### src/ads_pkg.sv
// types and constants shared by the antenna deployment sequencer modules
package ads_pkg;

    localparam logic [2:0] PH_STARTUP = 3'd0;
    localparam logic [2:0] PH_DELAY   = 3'd1;
    localparam logic [2:0] PH_ALG1    = 3'd2;
    localparam logic [2:0] PH_ALG2    = 3'd3;
    localparam logic [2:0] PH_RADIO_A = 3'd4;
    localparam logic [2:0] PH_RADIO_B = 3'd5;
    localparam logic [2:0] PH_DONE    = 3'd6;

    localparam logic [2:0] ACT_NONE  = 3'd0;
    localparam logic [2:0] ACT_ALG1  = 3'd1;
    localparam logic [2:0] ACT_ALG2  = 3'd2;
    localparam logic [2:0] ACT_REL_A = 3'd3;
    localparam logic [2:0] ACT_REL_B = 3'd4;

    localparam logic [1:0] CFG_SEPARATION_WAIT = 2'd0;
    localparam logic [1:0] CFG_ATTEMPT_WAIT    = 2'd1;
    localparam logic [1:0] CFG_OPEN_CODE       = 2'd2;

    typedef struct packed {
        logic [31:0] now_ms;
        logic [7:0]  status_byte;
    } in_word_t;

    typedef struct packed {
        logic [2:0] action;
        logic [2:0] phase;
        logic       deployed;
        logic       cycle_done;
    } out_word_t;

    typedef struct packed {
        logic [31:0] separation_wait_ms;
        logic [31:0] attempt_wait_ms;
        logic [7:0]  open_code;
    } cfg_t;

    typedef struct packed {
        logic [2:0]  phase;
        logic [31:0] start_ms;
        logic        deployed;
        logic        done;
    } seq_state_t;

endpackage

### src/ads_step.sv
// next-state and result logic for one poll of the deployment sequencer
module ads_step
    import ads_pkg::*;
(
    input  seq_state_t state,
    input  cfg_t       cfg,
    input  in_word_t   word,
    output seq_state_t state_next,
    output out_word_t  result
);

    logic [31:0] elapsed;
    logic        sep_timeout;
    logic        att_timeout;
    logic        is_open;
    logic [2:0]  action;

    assign elapsed     = word.now_ms - state.start_ms;
    assign sep_timeout = elapsed >= cfg.separation_wait_ms;
    assign att_timeout = elapsed >= cfg.attempt_wait_ms;
    assign is_open     = word.status_byte == cfg.open_code;

    always_comb begin
        state_next = state;
        action     = ACT_NONE;
        case (state.phase)
            PH_STARTUP: begin
                state_next.phase    = PH_DELAY;
                state_next.start_ms = word.now_ms;
            end
            PH_DELAY: begin
                if (sep_timeout) begin
                    action              = ACT_ALG1;
                    state_next.phase    = PH_ALG1;
                    state_next.start_ms = word.now_ms;
                end
            end
            PH_ALG1, PH_ALG2, PH_RADIO_A, PH_RADIO_B: begin
                if (att_timeout) begin
                    state_next.start_ms = word.now_ms;
                    if (is_open) begin
                        state_next.phase    = PH_DONE;
                        state_next.deployed = 1'b1;
                        state_next.done     = 1'b1;
                    end else begin
                        case (state.phase)
                            PH_ALG1: begin
                                action           = ACT_ALG2;
                                state_next.phase = PH_ALG2;
                            end
                            PH_ALG2: begin
                                action           = ACT_REL_A;
                                state_next.phase = PH_RADIO_A;
                            end
                            PH_RADIO_A: begin
                                action           = ACT_REL_B;
                                state_next.phase = PH_RADIO_B;
                            end
                            default: begin
                                state_next.phase    = PH_DONE;
                                state_next.deployed = 1'b0;
                                state_next.done     = 1'b1;
                            end
                        endcase
                    end
                end
            end
            default: begin
            end
        endcase
    end

    assign result.action     = action;
    assign result.phase      = state_next.phase;
    assign result.deployed   = state_next.deployed;
    assign result.cycle_done = state_next.done;

endmodule

### src/antenna_deploy_sequencer_top.sv
// top level of the antenna deployment sequencer: config registers, state and result register
// Each accepted word is one poll and yields one result word in the next cycle; a poll
// is taken every cycle as long as the result register is empty or being drained, so the
// sustained rate is one word per clock. The result word is registered after the
// single-pass step logic (one 32-bit subtract, two 32-bit compares and an 8-bit match).
module antenna_deploy_sequencer_top
    import ads_pkg::*;
(
    input  logic        aclk,
    input  logic        aresetn,
    input  logic        cfg_wr_en,
    input  logic [1:0]  cfg_index,
    input  logic [31:0] cfg_wdata,
    input  logic        s_valid,
    output logic        s_ready,
    input  in_word_t    s_data,
    output logic        m_valid,
    input  logic        m_ready,
    output out_word_t   m_data
);

    cfg_t       cfg_reg;
    seq_state_t state_reg;
    seq_state_t state_next;
    out_word_t  result_next;
    out_word_t  out_reg;
    logic       m_valid_reg;
    logic       accept;

    assign s_ready = !m_valid_reg || m_ready;
    assign accept  = s_valid && s_ready;

    ads_step u_step (
        .state      (state_reg),
        .cfg        (cfg_reg),
        .word       (s_data),
        .state_next (state_next),
        .result     (result_next)
    );

    always_ff @(posedge aclk) begin
        if (!aresetn) begin
            cfg_reg     <= '0;
            state_reg   <= '0;
            m_valid_reg <= 1'b0;
        end else begin
            if (cfg_wr_en) begin
                case (cfg_index)
                    CFG_SEPARATION_WAIT: cfg_reg.separation_wait_ms <= cfg_wdata;
                    CFG_ATTEMPT_WAIT:    cfg_reg.attempt_wait_ms    <= cfg_wdata;
                    CFG_OPEN_CODE:       cfg_reg.open_code          <= cfg_wdata[7:0];
                    default: begin
                    end
                endcase
            end
            if (accept) begin
                state_reg   <= state_next;
                m_valid_reg <= 1'b1;
            end else if (m_ready) begin
                m_valid_reg <= 1'b0;
            end
        end
    end

    always_ff @(posedge aclk) begin
        if (accept) begin
            out_reg <= result_next;
        end
    end

    assign m_valid = m_valid_reg;
    assign m_data  = out_reg;

    // done flag tracks the completed phase
    a_done_phase: assert property (@(posedge aclk) disable iff (!aresetn)
        state_reg.done == (state_reg.phase == PH_DONE))
        else $error("done flag and phase disagree");

    a_deployed_done: assert property (@(posedge aclk) disable iff (!aresetn)
        state_reg.deployed |-> state_reg.done)
        else $error("deployed without done");

    // an issued action always lands in the phase it starts
    a_action_phase: assert property (@(posedge aclk) disable iff (!aresetn)
        m_valid && (m_data.action != ACT_NONE) |-> m_data.phase == 3'(m_data.action + 3'd1))
        else $error("action does not match phase");

    a_accept_valid: assert property (@(posedge aclk) disable iff (!aresetn)
        accept |=> m_valid)
        else $error("accepted word produced no result");

endmodule

### config.mk
export PLATFORM = sky130hd
export DESIGN_NAME = antenna_deploy_sequencer_top
export DESIGN_NICKNAME = d
export VERILOG_FILES = /design/src/ads_pkg.sv /design/src/ads_step.sv /design/src/antenna_deploy_sequencer_top.sv
export SDC_FILE = /design/constraint.sdc
export NUM_CORES = 1
export LEC_CHECK = 0
export BUFFER_PORTS_ARGS = -buffer_cell sky130_fd_sc_hd__buf_2
export CORE_MARGIN = 4
export CORE_UTILIZATION = 40
export DETAILED_ROUTE_END_ITERATION = 10
export SKIP_LAST_GASP = 1
export SYNTH_ARGS = -nofsm -noshare
export SYNTH_HDL_FRONTEND = slang
export SYNTH_SLANG_ARGS = --single-unit
### constraint.sdc
create_clock -name aclk -period 4.4 [get_ports aclk]
set_input_delay 0.22 -clock aclk [delete_from_list [all_inputs] [get_ports aclk]]
set_output_delay 0.22 -clock aclk [all_outputs]
set_load 0.03 [all_outputs]
==> flow_summary.toml <==
[floorplan]
initial_utilization_pct = 41.1
die_x_um = 150
core_sq_um = 19700
die_y_um = 150
pin_count = 89
die_area_sq_um = 22600
num_rows = 51

[synthesis]
synthTopCellsByArea = "dfxtp_1 27%, ha_1 15%, nand2_1 11%, a21boi_0 6.0%, mux2i_1 5.0%"
postSynth.asyncResetShare_pct = 0
ys_types = 65
synth_ff_type = "dfxtp_1"
syn_area_sq_um = 8090
ys_ff_latch = 118
yosysMostFrequentCell = "nand2_1"
synth_area_per_cell_sq_um = 7.89
yosys-top-cells-count = "243 x nand2_1, 110 x dfxtp_1, 104 x inv_1, 95 x ha_1, 65 x a21boi_0"
syn-num-nets = 1200
synth_top_area_share_pct = 27.2
synth_edf_count = 8
yosys_warnings = 0
synth-seq-area-share_pct = 30.2
synth_top_area_cell = "dfxtp_1"
synthCells = 1025

[outcome]
outcome = "complete, but fails checks"
violations = "negative setup slack"

[power]
pwr-share-clk_pct = 29.2
switching_share_pct = 35.5
ir_drop_mv = 0.243
power_frac_comb_pct = 43.1
p_int_uw = 2790
pwr-share-seq_pct = 27.7
p_switching_uw = 1530
pwr_density_cell_nw_per_um2 = 410
power.leakage_uw = 0.00424

[sta]
min_period_over_period_pct = 102
clock_skew_ps = 8.06
drv_slew = 0
worstMarginPinSlew_ps = 820
setup_slack_ps = -70.7
clock.fmax_mhz = 224
setup_viol = 37
hold_viol_final = 0
setup_tns_ps = -1580
max_slew_margin_pct = 45.3
period_minus_slack_ps = 4470
rsz0062_at_grt = "true"

[routing]
drt-total-wl_um = 21400
drc = 0
wl_per_cell_um = 14.6
first_pass_iters = 4
drt_iter0_markers = 287
avgViaCountPerCell = 4.99
via_count = 7328
ant_nets = 0

[clocking]
clkTransAtPathRegs_ps = 60
clock_sinks = 118
cts_hold_buf = 0
root_buffer = "clkbuf_16"
h-tree-depth = 4
cts_buffers = 17
cts.path.max_buffers = 2
clkLatencyLatePin_ps = 420
cts_tree = "done"

[min_path]
hold_path_class = "in2reg"
min_path_cells = 3

[critical_path]
reg2reg_depth = 21
cpPeakStageDelay_ps = 320
crit_type = "reg2reg"
critPathSlowestCell = "dfxtp_1"
crit_path_frequent_cell = "buf_4"
arrival_ps = 4760
cp_cell_sequence = "inv_1 > ha_4 > buf_4 > nand4_1 > buf_4 > a211oi_4 > o31a_1 > o221ai_2 > a21oi_2 > buf_4 > xor2_1 > ha_1 > nand4_1 > nor2_1 > a221o_1 > a211o_1 > buf_6 > o21a_4 > and3_1 > o21ai_2 > o21a_1"
start_kind = "flop"
required_ps = 4690
worst-path-max-fanout = 5
worstSetupEndpointType = "flop"
cp_top_family = "compound AO/OA/AOI/OAI gates"
crit_cells = 21
crit_buf_inv = 5

[placed_design]
dp_hpwl_um = 14900
port_buffers = 88
place_congestion = 0.849
pre_cts_ws_ps = -381

[job]
cap_violations = 0

[final_layout]
syn2layout_area_growth_pct = 30.3
finalNetCount = 1366
largest_reg_flops = 72
n_antenna_cell = 0
fillerInstances = 1927
drive_above_1_share_pct = 24.4

[global_route]
grt_pass1_vias = 7289
antenna_found_initial = 0
grt_max_degree = 83
grt_usage_pct = 19.4
grt-ovfl-total = 0
grt_pass1_wl_um = 35100
cells in the final DEF (no fill, tap or decap), drive strengths merged, types with 4 or more instances in the layout:
master,n
a211oi,8
a21boi,65
a21o,9
a21oi,49
a31oi,6
and3,4
buf,188
clkbuf,21
clkinv,5
clkinvlp,5
dfxtp,110
edfxtp,8
ha,95
inv,105
mux2i,40
nand2,243
nand2b,11
nand3,7
nand4,19
nor2,42
nor2b,15
nor3,12
nor4,8
o211ai,9
o21a,10
o21ai,29
xnor2,25
xor2,8
timing repair:
item | CTS | global route
endpoints found under the setup margin | 45 | 45
pin swaps | 31 | 24
cloned | 3 | 0
setup buffers | 13 | 4
resized for setup | 67 | 22
stage by stage:
step / hold slack [ps] / cells / power [uW] / cell area, sq um / util (%)
floorplan: 359 / 1025 / 2260 / 8100 / -
global placement: 441 / 1417 / 2740 / 9280 / 47.2
detailed placement: 449 / 1417 / 2770 / 9280 / 47.2
CTS: 36.5 / 1465 / 4260 / 10400 / 52.8
global route: 55.2 / 1469 / 4610 / 10500 / 53.6
finish: 48.5 / 1469 / 4320 / 10500 / 53.6
cells by family (layout without fill, tap and decap cells):
logic type,Yosys count,in the layout,share of synthesized area [%]
compound gates,214,214,18.2
xor+xnor,33,33,3.57
fa+ha+maj,97,97,15.1
buf+inv,145,324,7.43
flops,118,118,30.2
mux,41,41,5.09
simple gates,377,377,20.4
final timing paths:
path | to | slack, ps | start
hold reg to reg | state_reg[14] | 450 | state_reg[14]
hold / removal | state_reg[2] | 50 | s_data[8]
setup / recovery | m_data[1] | -70 | state_reg[11]
setup reg to reg | m_data[1] | -70 | state_reg[11]
power groups by stage:
stage,clock network [uW],logic [uW],registers (uW)
finish,1260,1860,1200
global route,1330,2070,1200
global placement,0,1530,1210
CTS,1290,1780,1190
floorplan,0,1050,1220
detailed placement,0,1560,1210
routing by layer:
layer | up-vias | track usage (%) | wire length, um
met3 | 17 | 3.94 | 756
li1 | 3817 | - | -
met2 | 103 | 34.7 | 10700
met1 | 3391 | 23.6 | 9720
met5 | - | 0 | 0
met4 | 0 | 5.76 | 256
layout make-up:
class / count / area, sq um / area share [%]
multi-input combinational: 762 / 5530 / 52.5
sequential: 118 / 2450 / 23.3
timing repair buffer: 188 / 1300 / 12.4
clock buffer: 21 / 450 / 4.28
inverter: 104 / 390 / 3.71
tap: 265 / 332 / 3.15
clock inverter: 11 / 78.8 / 0.748
tightest hold or removal path, cell delays in order:
cell	delay (ps)
buf_2	100
nand2_1	50
mux2i_1	50
No activity file was read; power rests on OpenSTA's default activity.
